$ cat src/assert_macros.svh
// Assertion macros used by the framer sequencer.
`ifndef ASSERT_MACROS_SVH
`define ASSERT_MACROS_SVH

// Checks a property on every rising clock edge outside reset.
`define HRSC_ASSERT(lbl, prop, msg) \
  lbl: assert property (@(posedge clk_i) disable iff (!rst_ni) prop) else $error(msg);

// Checks that an expression never holds outside reset.
`define HRSC_NEVER(lbl, expr, msg) \
  `HRSC_ASSERT(lbl, !(expr), msg)

`endif

$ cat src/hrsc_pkg.sv
// Package with the types and constants of the report size class framer.
`timescale 1ns / 1ps
package hrsc_pkg;

  localparam int unsigned NumRegs = 4;
  localparam int unsigned CfgIdxW = 2;
  localparam int unsigned MaxMessageBytes = 65535;
  localparam logic [7:0] FixedClassSize = 8'd254;
  localparam logic [7:0] ClassResetTable [8] = '{
    8'd13, 8'd29, 8'd61, 8'd125, 8'd254, 8'd254, 8'd254, 8'd254
  };

  typedef enum logic [1:0] {
    KIND_ID   = 2'd0,
    KIND_LEN  = 2'd1,
    KIND_DATA = 2'd2,
    KIND_PAD  = 2'd3
  } kind_e;

  typedef struct packed {
    logic [7:0] id;
    logic [7:0] len;
    logic [7:0] pad;
  } class_sel_t;

  typedef struct packed {
    kind_e      kind;
    logic [7:0] value;
    logic [7:0] pad_count;
    logic       end_of_report;
    logic       last_of_run;
  } result_t;

endpackage

$ cat src/hrsc_if.sv
// Request channel interfaces for message bytes in and report results out.
`timescale 1ns / 1ps
interface hrsc_in_if;
  logic        valid;
  logic        ready;
  logic [7:0]  data_byte;
  logic [15:0] bytes_remaining;

  modport source (output valid, data_byte, bytes_remaining, input ready);
  modport sink (input valid, data_byte, bytes_remaining, output ready);
endinterface

interface hrsc_out_if;
  logic       valid;
  logic       ready;
  logic [1:0] kind;
  logic [7:0] value;
  logic [7:0] pad_count;
  logic       end_of_report;
  logic       last_of_run;

  modport source (output valid, kind, value, pad_count, end_of_report, last_of_run,
                  input ready);
  modport sink (input valid, kind, value, pad_count, end_of_report, last_of_run,
                output ready);
endinterface

$ cat src/hrsc_cfg_regs.sv
// Size class registers with their write port.
`timescale 1ns / 1ps
module hrsc_cfg_regs #(
  parameter int unsigned NumClasses = 4
) (
  input  logic                            clk_i,
  input  logic                            rst_ni,
  input  logic                            cfg_we_i,
  input  logic [hrsc_pkg::CfgIdxW-1:0]    cfg_idx_i,
  input  logic [7:0]                      cfg_data_i,
  output logic [NumClasses-1:0][7:0]      sizes_o
);
  import hrsc_pkg::*;

  for (genvar i = 0; i < NumClasses; i++) begin : g_class
    if (i < NumRegs) begin : g_reg
      logic [7:0] size_q;

      always_ff @(posedge clk_i or negedge rst_ni) begin
        if (!rst_ni) begin
          size_q <= ClassResetTable[i];
        end else if (cfg_we_i && (cfg_idx_i == CfgIdxW'(i))) begin
          size_q <= cfg_data_i;
        end
      end

      // A size of zero still carries one byte per report.
      assign sizes_o[i] = (size_q == 8'd0) ? 8'd1 : size_q;
    end else begin : g_fixed
      assign sizes_o[i] = FixedClassSize;
    end
  end

endmodule

$ cat src/hrsc_class_sel.sv
// Picks the report class and chunk length for the bytes still to send.
`timescale 1ns / 1ps
module hrsc_class_sel #(
  parameter int unsigned NumClasses = 4
) (
  input  logic [15:0]                   rem_i,
  input  logic [NumClasses-1:0][7:0]    sizes_i,
  output hrsc_pkg::class_sel_t          sel_o
);
  import hrsc_pkg::*;

  localparam int unsigned ClsW = (NumClasses > 1) ? $clog2(NumClasses) : 1;
  localparam logic [15:0] MaxRem =
      (MaxMessageBytes >= 65535) ? 16'hFFFF : 16'(MaxMessageBytes);

  logic [15:0]     rem_eff;
  logic [ClsW-1:0] cls;
  logic [7:0]      size;
  logic [7:0]      len;

  always_comb begin
    rem_eff = (rem_i == 16'd0) ? 16'd1 : rem_i;
    if (rem_eff > MaxRem) begin
      rem_eff = MaxRem;
    end
    cls = ClsW'(NumClasses - 1);
    for (int i = NumClasses - 1; i >= 0; i--) begin
      if ({8'd0, sizes_i[i]} >= rem_eff) begin
        cls = ClsW'(i);
      end
    end
    size = sizes_i[cls];
    len = (rem_eff > {8'd0, size}) ? size : rem_eff[7:0];
    sel_o.id  = 8'(cls) + 8'd1;
    sel_o.len = len;
    sel_o.pad = size - len;
  end

endmodule

$ cat src/hrsc_seq.sv
// Holds one message byte and steps through the results that it causes.
`timescale 1ns / 1ps
module hrsc_seq (
  input  logic                   clk_i,
  input  logic                   rst_ni,
  hrsc_in_if.sink                in_i,
  output logic [15:0]            rem_o,
  input  hrsc_pkg::class_sel_t   sel_i,
  output logic                   res_valid_o,
  output hrsc_pkg::result_t      res_o,
  input  logic                   res_ready_i
);
  import hrsc_pkg::*;
  `include "assert_macros.svh"

  logic        item_v_q, item_v_d;
  logic [7:0]  data_q;
  logic [15:0] rem_q;
  logic [1:0]  step_q, step_d;
  logic [7:0]  chunk_left_q, chunk_left_d;
  logic [7:0]  pad_q, pad_d;

  logic        start;
  logic [7:0]  left_now;
  logic [7:0]  pad_now;
  logic [7:0]  left_after;
  kind_e       kind;
  kind_e       last_kind;
  logic        is_last;
  logic        load;
  logic        done;
  logic        accept;

  always_comb begin
    start      = (chunk_left_q == 8'd0);
    left_now   = start ? sel_i.len : chunk_left_q;
    pad_now    = start ? sel_i.pad : pad_q;
    left_after = left_now - 8'd1;
    kind       = kind_e'(start ? step_q : step_q + 2'd2);
    last_kind  = (left_after == 8'd0) ? KIND_PAD : KIND_DATA;
    is_last    = (kind == last_kind);

    load   = item_v_q && res_ready_i;
    done   = load && is_last;
    in_i.ready = !item_v_q || done;
    accept = in_i.valid && in_i.ready;

    item_v_d = accept ? 1'b1 : (done ? 1'b0 : item_v_q);
    step_d   = done ? 2'd0 : (load ? step_q + 2'd1 : step_q);

    chunk_left_d = chunk_left_q;
    pad_d        = pad_q;
    if (done) begin
      chunk_left_d = left_after;
      pad_d        = (left_after == 8'd0) ? 8'd0 : pad_now;
    end

    res_o.kind          = kind;
    res_o.value         = 8'd0;
    res_o.pad_count     = 8'd0;
    res_o.end_of_report = (kind == KIND_PAD);
    res_o.last_of_run   = is_last;
    unique case (kind)
      KIND_ID:   res_o.value = sel_i.id;
      KIND_LEN:  res_o.value = sel_i.len;
      KIND_DATA: res_o.value = data_q;
      KIND_PAD:  res_o.pad_count = pad_now;
      default:   res_o.value = 8'd0;
    endcase
  end

  assign res_valid_o = item_v_q;
  assign rem_o       = rem_q;

  always_ff @(posedge clk_i or negedge rst_ni) begin
    if (!rst_ni) begin
      item_v_q     <= 1'b0;
      step_q       <= 2'd0;
      chunk_left_q <= 8'd0;
      pad_q        <= 8'd0;
    end else begin
      item_v_q     <= item_v_d;
      step_q       <= step_d;
      chunk_left_q <= chunk_left_d;
      pad_q        <= pad_d;
    end
  end

  always_ff @(posedge clk_i) begin
    if (accept) begin
      data_q <= in_i.data_byte;
      rem_q  <= in_i.bytes_remaining;
    end
  end

  `HRSC_ASSERT(a_pad_clear_between_chunks, (chunk_left_q == 8'd0) |-> (pad_q == 8'd0), "padding count left over outside a chunk")
  `HRSC_ASSERT(a_pad_closes_chunk, (load && (kind == KIND_PAD)) |=> (chunk_left_q == 8'd0), "chunk still open after its padding run")
  `HRSC_NEVER(a_no_header_mid_chunk, item_v_q && !start && (step_q > 2'd1), "header step inside an open chunk")

endmodule

$ cat src/hrsc_out_reg.sv
// Result register between the sequencer and the output channel.
`timescale 1ns / 1ps
module hrsc_out_reg (
  input  logic                clk_i,
  input  logic                rst_ni,
  input  logic                res_valid_i,
  input  hrsc_pkg::result_t   res_i,
  output logic                res_ready_o,
  hrsc_out_if.source          out_o
);
  import hrsc_pkg::*;

  logic    valid_q, valid_d;
  result_t res_q;

  always_comb begin
    res_ready_o = !valid_q || out_o.ready;
    valid_d     = res_ready_o ? res_valid_i : valid_q;
  end

  always_ff @(posedge clk_i or negedge rst_ni) begin
    if (!rst_ni) begin
      valid_q <= 1'b0;
    end else begin
      valid_q <= valid_d;
    end
  end

  always_ff @(posedge clk_i) begin
    if (res_ready_o && res_valid_i) begin
      res_q <= res_i;
    end
  end

  assign out_o.valid         = valid_q;
  assign out_o.kind          = res_q.kind;
  assign out_o.value         = res_q.value;
  assign out_o.pad_count     = res_q.pad_count;
  assign out_o.end_of_report = res_q.end_of_report;
  assign out_o.last_of_run   = res_q.last_of_run;

endmodule

$ cat src/hid_report_size_class_framer.sv
// Top level of the report size class framer.
//
//   Channel  Direction  Carries
//   in_i     sink       data_byte, bytes_remaining
//   out_o    source     kind, value, pad_count, end_of_report, last_of_run
//   cfg      write      cfg_we_i, cfg_idx_i, cfg_data_i (size classes 0 to 3)
//
// One result leaves per cycle while the output is not stalled; a byte causes one
// to four results (report ID and length at a chunk start, data, padding run).
// The step counter in the sequencer steps through the results of the held byte.
// Reset clears the chunk state and loads the default class sizes.
// A stalled output holds its result register; the next byte is taken in the
// cycle that the held byte's final result moves into that register.
`timescale 1ns / 1ps
module hid_report_size_class_framer #(
  parameter int unsigned NUM_SIZE_CLASSES = 4
) (
  input  logic                          clk_i,
  input  logic                          rst_ni,
  hrsc_in_if.sink                       in_i,
  hrsc_out_if.source                    out_o,
  input  logic                          cfg_we_i,
  input  logic [hrsc_pkg::CfgIdxW-1:0]  cfg_idx_i,
  input  logic [7:0]                    cfg_data_i
);
  import hrsc_pkg::*;

  logic [NUM_SIZE_CLASSES-1:0][7:0] sizes;
  logic [15:0]                      rem;
  class_sel_t                       sel;
  logic                             res_valid;
  logic                             res_ready;
  result_t                          res;

  hrsc_cfg_regs #(
    .NumClasses(NUM_SIZE_CLASSES)
  ) u_cfg_regs (
    .clk_i      (clk_i),
    .rst_ni     (rst_ni),
    .cfg_we_i   (cfg_we_i),
    .cfg_idx_i  (cfg_idx_i),
    .cfg_data_i (cfg_data_i),
    .sizes_o    (sizes)
  );

  hrsc_class_sel #(
    .NumClasses(NUM_SIZE_CLASSES)
  ) u_class_sel (
    .rem_i   (rem),
    .sizes_i (sizes),
    .sel_o   (sel)
  );

  hrsc_seq u_seq (
    .clk_i       (clk_i),
    .rst_ni      (rst_ni),
    .in_i        (in_i),
    .rem_o       (rem),
    .sel_i       (sel),
    .res_valid_o (res_valid),
    .res_o       (res),
    .res_ready_i (res_ready)
  );

  hrsc_out_reg u_out_reg (
    .clk_i       (clk_i),
    .rst_ni      (rst_ni),
    .res_valid_i (res_valid),
    .res_i       (res),
    .res_ready_o (res_ready),
    .out_o       (out_o)
  );

endmodule
$ cat src/flat_wrapper.sv
// flat-port wrapper written by rule: the top's interface ports become plain ports
module hid_report_size_class_framer_flat import hrsc_pkg::*;
#(
  parameter int unsigned NUM_SIZE_CLASSES = 4
)
  (clk_i, rst_ni, cfg_we_i, cfg_idx_i, cfg_data_i, in_i_valid, in_i_data_byte, in_i_bytes_remaining, in_i_ready, out_o_valid, out_o_kind, out_o_value, out_o_pad_count, out_o_end_of_report, out_o_last_of_run, out_o_ready);
  hrsc_in_if in_i_i ();
  hrsc_out_if out_o_i ();
  input  logic clk_i;
  input  logic rst_ni;
  input  logic cfg_we_i;
  input  logic [hrsc_pkg::CfgIdxW-1:0] cfg_idx_i;
  input  logic [7:0] cfg_data_i;
  input wire logic [$bits(in_i_i.valid)-1:0] in_i_valid;
  input wire logic [$bits(in_i_i.data_byte)-1:0] in_i_data_byte;
  input wire logic [$bits(in_i_i.bytes_remaining)-1:0] in_i_bytes_remaining;
  output wire logic [$bits(in_i_i.ready)-1:0] in_i_ready;
  output wire logic [$bits(out_o_i.valid)-1:0] out_o_valid;
  output wire logic [$bits(out_o_i.kind)-1:0] out_o_kind;
  output wire logic [$bits(out_o_i.value)-1:0] out_o_value;
  output wire logic [$bits(out_o_i.pad_count)-1:0] out_o_pad_count;
  output wire logic [$bits(out_o_i.end_of_report)-1:0] out_o_end_of_report;
  output wire logic [$bits(out_o_i.last_of_run)-1:0] out_o_last_of_run;
  input wire logic [$bits(out_o_i.ready)-1:0] out_o_ready;
  assign in_i_i.valid = in_i_valid;
  assign in_i_i.data_byte = in_i_data_byte;
  assign in_i_i.bytes_remaining = in_i_bytes_remaining;
  assign in_i_ready = in_i_i.ready;
  assign out_o_valid = out_o_i.valid;
  assign out_o_kind = out_o_i.kind;
  assign out_o_value = out_o_i.value;
  assign out_o_pad_count = out_o_i.pad_count;
  assign out_o_end_of_report = out_o_i.end_of_report;
  assign out_o_last_of_run = out_o_i.last_of_run;
  assign out_o_i.ready = out_o_ready;
  hid_report_size_class_framer #(.NUM_SIZE_CLASSES(NUM_SIZE_CLASSES)) u_core (.clk_i(clk_i), .rst_ni(rst_ni), .in_i(in_i_i), .out_o(out_o_i), .cfg_we_i(cfg_we_i), .cfg_idx_i(cfg_idx_i), .cfg_data_i(cfg_data_i));
endmodule
$ cat config.mk
export PLATFORM = sky130hd
export DESIGN_NAME = hid_report_size_class_framer_flat
export DESIGN_NICKNAME = d
export VERILOG_FILES = /design/src/hrsc_pkg.sv /design/src/hrsc_if.sv /design/src/hrsc_cfg_regs.sv /design/src/hrsc_class_sel.sv /design/src/hrsc_seq.sv /design/src/hrsc_out_reg.sv /design/src/hid_report_size_class_framer.sv /design/src/flat_wrapper.sv
export VERILOG_INCLUDE_DIRS = /design/src /design/src/src
export SDC_FILE = /design/constraint.sdc
export NUM_CORES = 1
export LEC_CHECK = 0
export BUFFER_PORTS_ARGS = -buffer_cell sky130_fd_sc_hd__buf_2
export CAP_MARGIN = 20
export CORE_UTILIZATION = 40
export CTS_BUF_LIST = sky130_fd_sc_hd__clkbuf_16
export DETAILED_ROUTE_END_ITERATION = 12
export PLACE_DENSITY_LB_ADDON = 0.12
export SYNTH_ARGS = -nofsm -noshare
export SYNTH_HDL_FRONTEND = slang
export SYNTH_HIERARCHICAL = 1
export SYNTH_SLANG_ARGS = --single-unit
$ cat constraint.sdc
create_clock -name clk_i -period 9.9 [get_ports clk_i]
set_clock_uncertainty 0.1 [all_clocks]
set_input_delay 0.495 -clock clk_i [delete_from_list [all_inputs] [get_ports clk_i]]
set_output_delay 0.495 -clock clk_i [all_outputs]
set_load 0.01 [all_outputs]
# Word-level counts from Yosys, hierarchy flattened
# Index checks and enable logic that the tools add are counted.
[op_classes]
n_eq_ne = 7
n_reduce_logical = 22
add_sub_neg = 5
magnitude_cmp = 6
muxes = 22
[ops]
columns = ["operator", "n"]
rows = [
  ["2-to-1 mux 8 bit", 9],
  [">= comparator 8 x 16 -> 1 bit", 3],
  ["zero test 8 bit", 6],
  ["2-to-1 mux 16 bit", 2],
  ["case mux 8 bit (3 select lines)", 1],
  ["binary-select mux 8 bit (select 2 bit)", 1],
  ["> comparator 16 bit (second input constant)", 1],
  ["> comparator 16 x 8 -> 1 bit", 1],
  ["zero test 16 bit", 1],
  ["2-to-1 mux 2 bit", 5],
  ["== test 2 bit (second input constant)", 4],
  ["subtractor 8 x 1 -> 8 bit (second input constant)", 1],
  ["subtractor 8 bit", 1],
  ["logical AND 1 bit", 7],
  ["== test 2 x 1 -> 1 bit (second input constant)", 2],
  ["zero test 2 bit", 2],
  ["2-to-1 mux 1 bit", 4],
  ["nonzero test 2 bit", 2],
  ["adder 2 x 1 -> 3 bit (second input constant)", 1],
  ["< comparator 2 x 3 -> 1 bit (second input constant)", 1],
  ["adder 2 x 1 -> 2 bit (second input constant)", 1],
  ["adder 2 bit (second input constant)", 1],
  ["== test 2 bit", 1],
  ["zero test 1 bit", 2],
  ["logical OR 1 bit", 2],
]
[word_totals]
reg_bits = 96
input_bits = 39
output_inout_bits = 22

# Logic depth before layout (Yosys ltp)
# Gate-level depths: netlist of the first run.
[depth]
depth_word = 21
mapped_depth = 34
depth_no_buf = 31

# Hierarchy
# The synthesis of the first run kept the hierarchy.
[by_module_without_submodules]
columns = ["module", "cells_per_inst", "area_each_um2", "n_inst", "seq_area_each_um2"]
rows = [
  ["hrsc_seq", 277, 2575.0, 1, 1196.1],
  ["hrsc_class_sel", 223, 1589.0, 1, 0.0],
  ["hrsc_cfg_regs", 108, 1415.1, 1, 823.3],
  ["hrsc_out_reg", 24, 654.4, 1, 625.6],
]

# Worst setup path after synthesis of the first run
# OpenSTA, ideal clock, no wires.
[synth_path]
path_type = "reg2reg"
start = "register u_core.u_seq.rem_q[8], in the netlist u_core/u_seq/rem_o[8]"
end = "register u_core.u_seq.data_q[0] (enable)"
period_less_slack_ps = 8471
path_slack_ps = 1429
stages_incl_launch_ff = 32
path_buffers = 4
setup_ps = 414
required_ps = 9386
arrival_time_ps = 7957
cell_sequence = "edfxtp_1 -> nor4_1 -> and2_1 -> clkbuf_1 -> a31oi_1 -> inv_1 -> ha_1 -> nand2b_1 -> a2111oi_1 -> o31a_1 -> buf_2 -> nand2_1 -> nor3_2 -> a221o_1 -> inv_1 -> ha_1 -> a2111oi_0 -> a21oi_1 -> o22ai_1 -> and2_1 -> buf_1 -> clkbuf_1 -> a2bb2oi_1 -> a21oi_1 -> ha_1 -> nand2b_1 -> a31oi_1 -> a32oi_1 -> or4_4 -> a211oi_4 -> xnor2_1 -> o22ai_1"
[synth_lines]
columns = ["item", "line", "rtl"]
rows = [
  ["from (decl)", "hrsc_seq.sv:18", "logic [15:0] rem_q;"],
  ["from (signal assigned)", "hrsc_seq.sv:92", "rem_q <= in_i.bytes_remaining;"],
  ["to (signal assigned)", "hrsc_seq.sv:91", "data_q <= in_i.data_byte;"],
  ["to (decl)", "hrsc_seq.sv:17", "logic [7:0] data_q;"],
]

==> reports/qor.yml, run 1 <==
outcome:
  outcome: "finished clean"
yosys:
  avgSynthCellArea_um2: 9.86
  ys_warn_count: 6
  ys_types: 79
  synth_edf_count: 44
  synth_cells: 632
  yosysMostFrequentCell: "nand2_1"
  ys_ff_latch: 96
  yosys.area.top_type: "edfxtp_1"
  yosysSeqAreaShare_pct: 42.4
  ys.flop_type: "edfxtp_1"
  synth_area_leaders: "edfxtp_1 (21%), dfrtp_1 (14%), ha_1 (8.4%)"
  synth_area_mm2: 0.00623
  synth_top_area_share_pct: 21.2
  synthArstFlopShare_pct: 54.2
  yosys-top-cells-count: "nand2_1 (78), clkbuf_1 (53), edfxtp_1 (44)"
route:
  viasPerCell: 5.74
  wl_met1_um: 7130
  wl_met3_um: 693
  drt-initial-drc-count: 315
  detailroute.via_count: 4824
  wl_per_cell_um: 18.6
  drc: 0
  drtPass1Iterations: 5
  wl_met2_um: 7490
  top_layer_used: "met4"
  ant_nets: 0
  routed_wl_um: 15600
timing:
  max-slew-margin-rel_pct: 37.3
  hold_viol_final: 0
  tightest_slew_ns: 0.937
  setup_tns_ns: 0
  hold_ws_ns: 0.172
  slew_violations: 0
  rsz0062_at_grt: "false"
  period_share_pct: 91.2
  max_freq_mhz: 111
  fin_crit_ns: 9.03
  setup_viol: 0
critical_path:
  end_kind: "output pin"
  worstPathMaxFanout: 17
  cp.arrival_ns: 8.43
  cp_slowest_cell: "a2111oi_1"
  r2r_cells: 29
  reg2reg_to: "u_core/u_seq/rem_o[4]"
  regToRegStartpoint: "u_core/u_seq/rem_o[8]"
  critical_path_class: "reg -> out"
  critPathMaxStageDelay_ns: 0.49
  cpLargestDelayFamily: "compound AO/OA/AOI/OAI gates"
  crit_buf_inv: 4
  crit_required_ns: 9.31
  reg2reg_slack_ns: 1.22
  start_kind: "flip-flop"
floorplanning:
  core.rowCount: 45
  die_width_um: 127
  core_area_mm2: 0.0152
  start_util_pct: 41.0
  die_h_um: 127
  io_pins: 61
  dieArea_mm2: 0.0161
finish:
  multi_input_area_mm2: 0.00319
  seq_area_mm2: 0.00265
  antenna_cells: 0
  nFillCells: 1454
  stdcell_area_mm2: 0.00687
  final_cells: 841
  nets: 730
  area_growth_pct: 10.2
  drive_gt1_share_pct: 23.4
power_and_ir_drop:
  intPower_w: 0.00106
  p_leak_nw: 2.86
  fin_total_pwr_w: 0.00175
  power.density_mw_per_mm2: 255
  swShare_pct: 39.4
  power_frac_comb_pct: 42.0
  clkPwrFrac_pct: 21.2
  pwr-share-seq_pct: 36.7
  max-vdd-ir-drop_mv: 0.0902
  switching_power_w: 0.000689
global_route:
  grt.overflow.total: 0
  grt_max_degree: 53
  grt_pass1_wl_um: 25100
  first_global_vias: 4616
  grt_usage_pct: 20.6
  antenna_found_initial: 0
cts:
  clockRootBuffer: "clkbuf_16"
  clock_latency_ns: 0.35
  cts_resized: 0
  h-tree-depth: 3
  path_clk_slew_ns: 0.07
  cts_tree: "built"
  cts_max_path_buffers: 2
  numCtsBuffers: 9
  cts.sinks: 96
  postCtsSetupRepairBufs: 0
  holdBufCountCts: 0
placed_design:
  place.gp.congestion: 0.936
  port_buffers: 60
  place_inst: 825
  dp_hpwl_um: 11700
  placed_cell_area_mm2: 0.00655
flow_run:
  cap_violations: 0
hold_path:
  hp-class: "in -> async"
## worst register-to-register path: cells and delay by family, from the launching register on
kind                       cells  cell delay, ns
AOI/OAI and AO/OA             12            3.43
and+or+nand+nor                8            2.39
adders and majority gates      3            0.87
buffers and inverters          4            0.73
xor gates and xnor gates       1            0.19
muxes                          1            0.24
DFF                            1            0.37
## worst max-delay path by stage
stage	from	endpoint	slack (ns)	cells past startpoint
4_1_cts	u_core/u_seq/rem_o[12]	in_i_ready	0.95	29
6_report	u_core/u_seq/rem_o[8]	in_i_ready	0.87	29
2_1_floorplan	u_core/u_seq/rem_o[8]	u_core/u_seq/data_q[0]	1.43	31
3_3_place_gp	u_core/u_seq/rem_o[12]	in_i_ready	1.69	29
3_5_place_dp	u_core/u_seq/rem_o[12]	in_i_ready	1.38	29
5_1_grt	u_core/u_seq/rem_o[13]	in_i_ready	0.14	29
## cell families after synthesis
kind of cell | count (synthesis) | synth area share, %
simple gates | 186 | 14.9
compound gates | 147 | 17.1
buf+inv | 99 | 6.66
flops | 96 | 42.4
mux | 49 | 8.61
fa+ha+maj | 43 | 8.75
xor+xnor | 11 | 1.55
other cells | 1 | 0.0602
## layout by cell type, fill, tap and decap left out, types with 16 or more instances in the layout
master,n
ha_1,42
nand3_1,16
mux2_2,34
o21ai_0,17
dfrtp_1,34
a21oi_1,34
buf_2,60
edfxtp_1,44
nor2_1,24
dfstp_2,18
nand2_1,78
inv_1,34
## power groups by stage
stage               logic, W  registers (W)  clock network, W
finish              0.000735       0.000643          0.000372
global route        0.000822       0.000656          0.000404
CTS                 0.000737       0.000643          0.000385
detailed placement  0.000735       0.000650                 0
global placement    0.000723       0.000651                 0
floorplan           0.000539       0.000636                 0
## through the flow
step                util [%]  setup WS (ns)
floorplan                  -           1.43
global placement        43.1           1.69
detailed placement      43.1           1.38
CTS                     45.2          0.955
global route            45.2          0.138
finish                  45.2          0.871
## state kept, by name, summed over array words and instances (netlist names), 2 cells and up
| register | cells |
|---|---|
| u_core/u_out_reg/out_o.kind | 2 |
| u_core/u_seq/pad_q | 8 |
| u_core/u_cfg_regs/g_class.g_reg.size_q | 32 |
| u_core/u_out_reg/out_o.value | 8 |
| u_core/u_seq/step_q | 2 |
| u_core/u_seq/rem_o | 16 |
| u_core/u_seq/chunk_left_q | 8 |
| u_core/u_seq/data_q | 8 |
| u_core/u_out_reg/out_o.pad_count | 8 |
## layer usage
layer  up-vias  track usage [%]
met3        25             4.13
met2       150             34.3
met5         -                0
met1      2333             26.5
li1       2316                -
met4         0             7.49
## cell type report
cell class                 count  share of cell area [%]
inverter                      34                    1.86
clock inverter                 7                    1.37
multi-input combinational    441                    46.5
tap                          188                    3.43
clock buffer                   9                    3.28
timing repair buffer          66                    5.03
sequential                    96                    38.5
Note: power is estimated with default switching activity, not from simulation.
==> inputs of run 2 (changes only) <==
CORE_UTILIZATION = 50   (was 40)
PLACE_DENSITY = 0.67   (was default)
PLACE_DENSITY_LB_ADDON = default   (was 0.12)
==> reports/qor.yml, run 2 (same netlist as run 1, synthesis figures left out) <==
finish:
  layout_commonest_cell: "nand2_1"
  mostFrequentLayoutCells: "nand2_1 (78), buf_2 (60), edfxtp_1 (44), ha_1 (42), inv_1 (36)"
  area_growth_pct: 9.11
  nets: 730  # unchanged
  largest_reg_flops: 32  # unchanged
  final_util_pct: 56.4  # +11 points
  top_register: "u_core/u_cfg_regs/g_class.g_reg.size_q"
  antenna_cells: 0  # unchanged
  final_cells: 821  # -2.4%
  drive_gt1_share_pct: 23.1  # -0.31 points
critical_path:
  cp_slowest_cell: "a2111oi_1"
  critical_path_class: "reg -> out"
  worstPathMaxFanout: 17  # unchanged
  cpLargestDelayFamily: "compound AO/OA/AOI/OAI gates"
  crit_buf_inv: 5  # +1
  crit_required_ns: 9.31  # about the same
  end_kind: "output pin"
  cp.arrival_ns: 8.54  # +0.11 ns
  start_kind: "flip-flop"
  critPathMaxStageDelay_ns: 0.49  # about the same
timing:
  slew_violations: 0  # unchanged
  tightest_slew_ns: 0.902  # -0.0348 ns
  max-slew-margin-rel_pct: 39.7  # +2.4 points
  setup_tns_ns: 0  # unchanged
  finalWorstSetupSlack_ns: 0.760  # -0.110 ns
  setup_viol: 0  # unchanged
  hold_viol_final: 0  # unchanged
  max_freq_mhz: 109  # -1.2%
  rsz0062_at_grt: "false"
  fin_crit_ns: 9.14  # +0.110 ns
  period_share_pct: 92.3  # +1.1 points
global_route:
  grt_usage_pct: 25.3  # +4.7 points
  grt_pass1_wl_um: 24900  # -0.94%
  antenna_found_initial: 0  # unchanged
  grt.overflow.total: 0  # unchanged
  first_global_vias: 4886  # +5.8%
  grt_max_degree: 53  # unchanged
route:
  ant_nets: 0  # unchanged
  viasPerCell: 5.86  # +2.2%
  routed_wl_um: 15400  # -1.7%
  drtPass1Iterations: 5  # unchanged
  wl_per_cell_um: 18.7  # +0.65%
  drt-initial-drc-count: 363  # +15%
  drc: 0  # unchanged
  detailroute.via_count: 4815  # -0.19%
placed_design:
  place_ws_ns: 1.13  # -0.247 ns
  place.gp.congestion: 0.934  # -0.25%
  dp_hpwl_um: 11500  # -1.5%
  place_inst: 805  # -2.4%
  port_buffers: 60  # unchanged
power_and_ir_drop:
  max-vdd-ir-drop_mv: 0.152  # +68%
  power.density_mw_per_mm2: 251  # -1.4%
  p_leak_nw: 2.86  # -0.13%
  fin_total_pwr_w: 0.00171  # -2.3%
floorplanning:
  io_pins: 61  # unchanged
  core.rowCount: 40  # -11%
  start_util_pct: 51.7  # +11 points
  dieArea_mm2: 0.0129  # -20%
  core_area_mm2: 0.0121  # -21%
  die_width_um: 114  # -10%
  die_h_um: 114  # -10%
flow_run:
  cap_violations: 0  # unchanged
cts:
  holdBufCountCts: 0  # unchanged
  h-tree-depth: 3  # unchanged
  cts_max_path_buffers: 2  # unchanged
  numCtsBuffers: 9  # unchanged
  clockRootBuffer: "clkbuf_16"
  path_clk_slew_ns: 0.06  # about the same
  clock_latency_ns: 0.35  # about the same
  cts.sinks: 96  # unchanged
  cts_tree: "built"
outcome:
  outcome: "finished clean"
hold_path:
  hp-class: "in -> async"
[run 2: changes by cell type in the layout (fill, tap and decap cells not counted)]
cell and delta:
and2_1 -1, and2_2 +1, bufinv_16 -2, clkbuf_16 +1
clkinv_1 +1, clkinv_4 +1, clkinvlp_2 -1, clkinvlp_4 -1
inv_1 +2, inv_2 +1, inv_6 -2
[run 2: path summary, 6_finish.rpt]
| check | startpoint | endpoint | slack (ns) | cells past startpoint |
|---|---|---|---|---|
| max in group asynchronous | rst_ni | u_core/u_cfg_regs/g_class[0].g_reg.size_q[5] | 9.09 | 2 |
| worst max-delay path | u_core/u_seq/rem_o[8] | in_i_ready | 0.76 | 30 |
| worst min register to register | u_core/u_seq/pad_q[3] | u_core/u_seq/pad_q[3] | 0.40 | 1 |
| worst max register to register | u_core/u_seq/rem_o[8] | u_core/u_seq/rem_o[0] | 1.14 | 30 |
| min in group clk_i | in_i_bytes_remaining[10] | u_core/u_seq/rem_o[10] | 0.22 | 1 |
| worst min-delay path | rst_ni | u_core/u_seq/pad_q[0] | 0.16 | 2 |
[run 2: report_power, final]
part / switching [W] / internal [W]
Clock: 0.000143 / 0.000182
Sequential: 0.0000890 / 0.000559
Combinational: 0.000456 / 0.000281
[run 2: through the flow]
step / cell area [um^2] / hold WS, ns
2_1_floorplan: 6250 / 0.0994
5_1_grt: 6800 / 0.207
4_1_cts: 6800 / 0.178
3_3_place_gp: 6520 / 0.388
6_report: 6800 / 0.156
3_5_place_dp: 6520 / 0.392
[run 2: layer usage]
metal | vias to the layer above | part of all wire (%) | global-route usage (%)
li1 | 2312 | - | -
met3 | 39 | 5.5 | 5.42
met5 | - | 0 | 0
met4 | 0 | 3.1 | 12.5
met2 | 157 | 47 | 41.1
met1 | 2307 | 45 | 32.0
[run 2: what timing repair did]
item	4_1_cts	5_1_grt
gates resized for setup	0	1
buffers inserted	0	0
endpoints found under the setup margin	0	1
[run 2: final cells by class]
class / instances / area [um^2]
Clock buffer: 10 / 250
Clock inverter: 6 / 27.5
Fill cell: 1076 / 5260
Inverter: 34 / 128
Multi-Input combinational cell: 441 / 3200
Sequential cell: 96 / 2650
Tap cell: 168 / 210
Timing Repair Buffer: 66 / 345
==> inputs of run 3 (changes only) <==
CTS_CLUSTER_DIAMETER = 30   (was default)
clock period = 9.1 ns   (was 9.9 ns; I/O delays follow)
==> reports/qor.yml, run 3 (same netlist as run 1, synthesis figures left out) <==
outcome:
  outcome: "finished clean"
critical_path:
  worst-path-stages: 29  # -3.3%
  crit_buf_inv: 4  # -1
  start_kind: "flip-flop"
  cpLargestDelayFamily: "compound AO/OA/AOI/OAI gates"
  end_kind: "output pin"
  critical_path_class: "reg -> out"
  r2r_cells: 29  # -3.3%
  cp.arrival_ns: 7.91  # -0.63 ns
  worstPathMaxFanout: 17  # unchanged
  critPathMaxStageDelay_ns: 0.52  # +0.03 ns
  cp_slowest_cell: "a2111oi_1"
  crit_required_ns: 8.55  # -0.76 ns
  regToRegStartpoint: "u_core/u_seq/rem_o[12]"
  reg2reg_to: "u_core/u_seq/rem_o[1]"
  reg2reg_slack_ns: 0.99  # -0.15 ns
power_and_ir_drop:
  swShare_pct: 39.6  # -0.63 points
  clkPwrFrac_pct: 21.7  # +2.7 points
  max-vdd-ir-drop_mv: 0.122  # -19%
  p_leak_nw: 2.88  # +0.70%
  power_frac_comb_pct: 42.0  # -1.1 points
  power.density_mw_per_mm2: 280  # +12%
  pwr-share-seq_pct: 36.3  # -1.6 points
  switching_power_w: 0.000763  # +11%
  intPower_w: 0.00116  # +14%
route:
  drt-initial-drc-count: 395  # +8.8%
  drtPass1Iterations: 5  # unchanged
  ant_nets: 0  # unchanged
  wl_per_cell_um: 18.3  # -2.2%
  routed_wl_um: 15100  # -1.9%
  detailroute.via_count: 4864  # +1.0%
  drc: 0  # unchanged
  viasPerCell: 5.91  # +0.77%
hold_path:
  hp-class: "in -> async"
timing:
  tightest_slew_ns: 0.968  # +0.0662 ns
  rsz0062_at_grt: "false"
  hold_viol_final: 0  # unchanged
  slew_violations: 0  # unchanged
  setup_tns_ns: 0  # unchanged
  setup_viol: 0  # unchanged
  fin_crit_ns: 8.47
  finalWorstSetupSlack_ns: 0.631  # -0.130 ns
  max_freq_mhz: 118
  period_share_pct: 93.1
  max-slew-margin-rel_pct: 34.9  # -4.8 points
finish:
  final_util_pct: 57.0  # +0.60 points
  mostFrequentLayoutCells: "nand2_1 (78), buf_2 (60), edfxtp_1 (44), ha_1 (42)"
  drive_gt1_share_pct: 24.3  # +1.2 points
  area_growth_pct: 10.3
  nets: 732  # +0.27%
  antenna_cells: 0  # unchanged
  layout_commonest_cell: "nand2_1"
  top_register: "u_core/u_cfg_regs/g_class.g_reg.size_q"
  largest_reg_flops: 32  # unchanged
floorplanning:
  die_width_um: 114  # unchanged
  io_pins: 61  # unchanged
  dieArea_mm2: 0.0129  # unchanged
  die_h_um: 114  # unchanged
  start_util_pct: 51.7  # unchanged
  core.rowCount: 40  # unchanged
  core_area_mm2: 0.0121  # unchanged
global_route:
  grt_usage_pct: 24.9  # -0.41 points
  grt.overflow.total: 0  # unchanged
  antenna_found_initial: 0  # unchanged
  grt_max_degree: 53  # unchanged
  grt_pass1_wl_um: 24600  # -1.2%
  first_global_vias: 4771  # -2.4%
placed_design:
  place.gp.congestion: 0.929  # -0.44%
  dp_hpwl_um: 11200  # -3.0%
  place_ws_ns: 0.642  # -0.492 ns
  port_buffers: 60  # unchanged
cts:
  h-tree-depth: 3  # unchanged
  cts_tree: "built"
  clock_latency_ns: 0.36  # about the same
  clockRootBuffer: "clkbuf_16"
  cts_max_path_buffers: 2  # unchanged
  numCtsBuffers: 9  # unchanged
  cts.sinks: 96  # unchanged
  path_clk_slew_ns: 0.07  # about the same
flow_run:
  cap_violations: 0  # unchanged
[run 3: final cells by class]
type	instances	area, um^2
fill	1045	5190
sequential	96	2650
multi-input combinational	441	3200
tap	168	210
inverter	34	128
clock inverter	7	101
clock buffer	9	225
timing repair buffer	68	360
[run 3: worst max path at each step]
stage / endpoint / slack [ns] / startpoint
finish: in_i_ready / 0.63 / u_core/u_seq/rem_o[12]
global route: in_i_ready / 0.06 / u_core/u_seq/rem_o[8]
CTS: in_i_ready / 0.22 / u_core/u_seq/rem_o[12]
detailed placement: in_i_ready / 0.64 / u_core/u_seq/rem_o[12]
global placement: u_core/u_seq/rem_o[6] / 1.01 / u_core/u_seq/rem_o[12]
floorplan: u_core/u_seq/data_q[0] / 0.63 / u_core/u_seq/rem_o[8]
[run 3: stage by stage]
stage	cell area [um^2]	power [W]	hold slack [ns]	std cells
CTS	6850	0.00192	0.134	820
global route	6870	0.00205	0.157	823
finish	6870	0.00193	0.108	823
floorplan	6250	0.00128	0.0594	636
detailed placement	6520	0.00150	0.388	804
global placement	6520	0.00148	0.381	804
[run 3: power groups by stage]
stage / clock network, W / registers (W) / logic, W
finish: 0.000418 / 0.000700 / 0.000809
global route: 0.000446 / 0.000714 / 0.000895
CTS: 0.000429 / 0.000699 / 0.000795
detailed placement: 0 / 0.000706 / 0.000790
global placement: 0 / 0.000706 / 0.000777
floorplan: 0 / 0.000692 / 0.000587
[run 3: routing by layer]
metal,global-route usage (%),vias up,part of all wire [%]
met1,32.6,2366,44
li1,-,2319,-
met2,41.3,163,49
met4,9.21,0,1.7
met5,0,-,0
met3,4.57,16,5.3
[run 3: repair_timing]
item,CTS,global route
resized for setup,0,3
buffers inserted,0,3
hold buffers,0,0
endpoints found under the hold margin,0,0
setup endpoints to repair,0,26
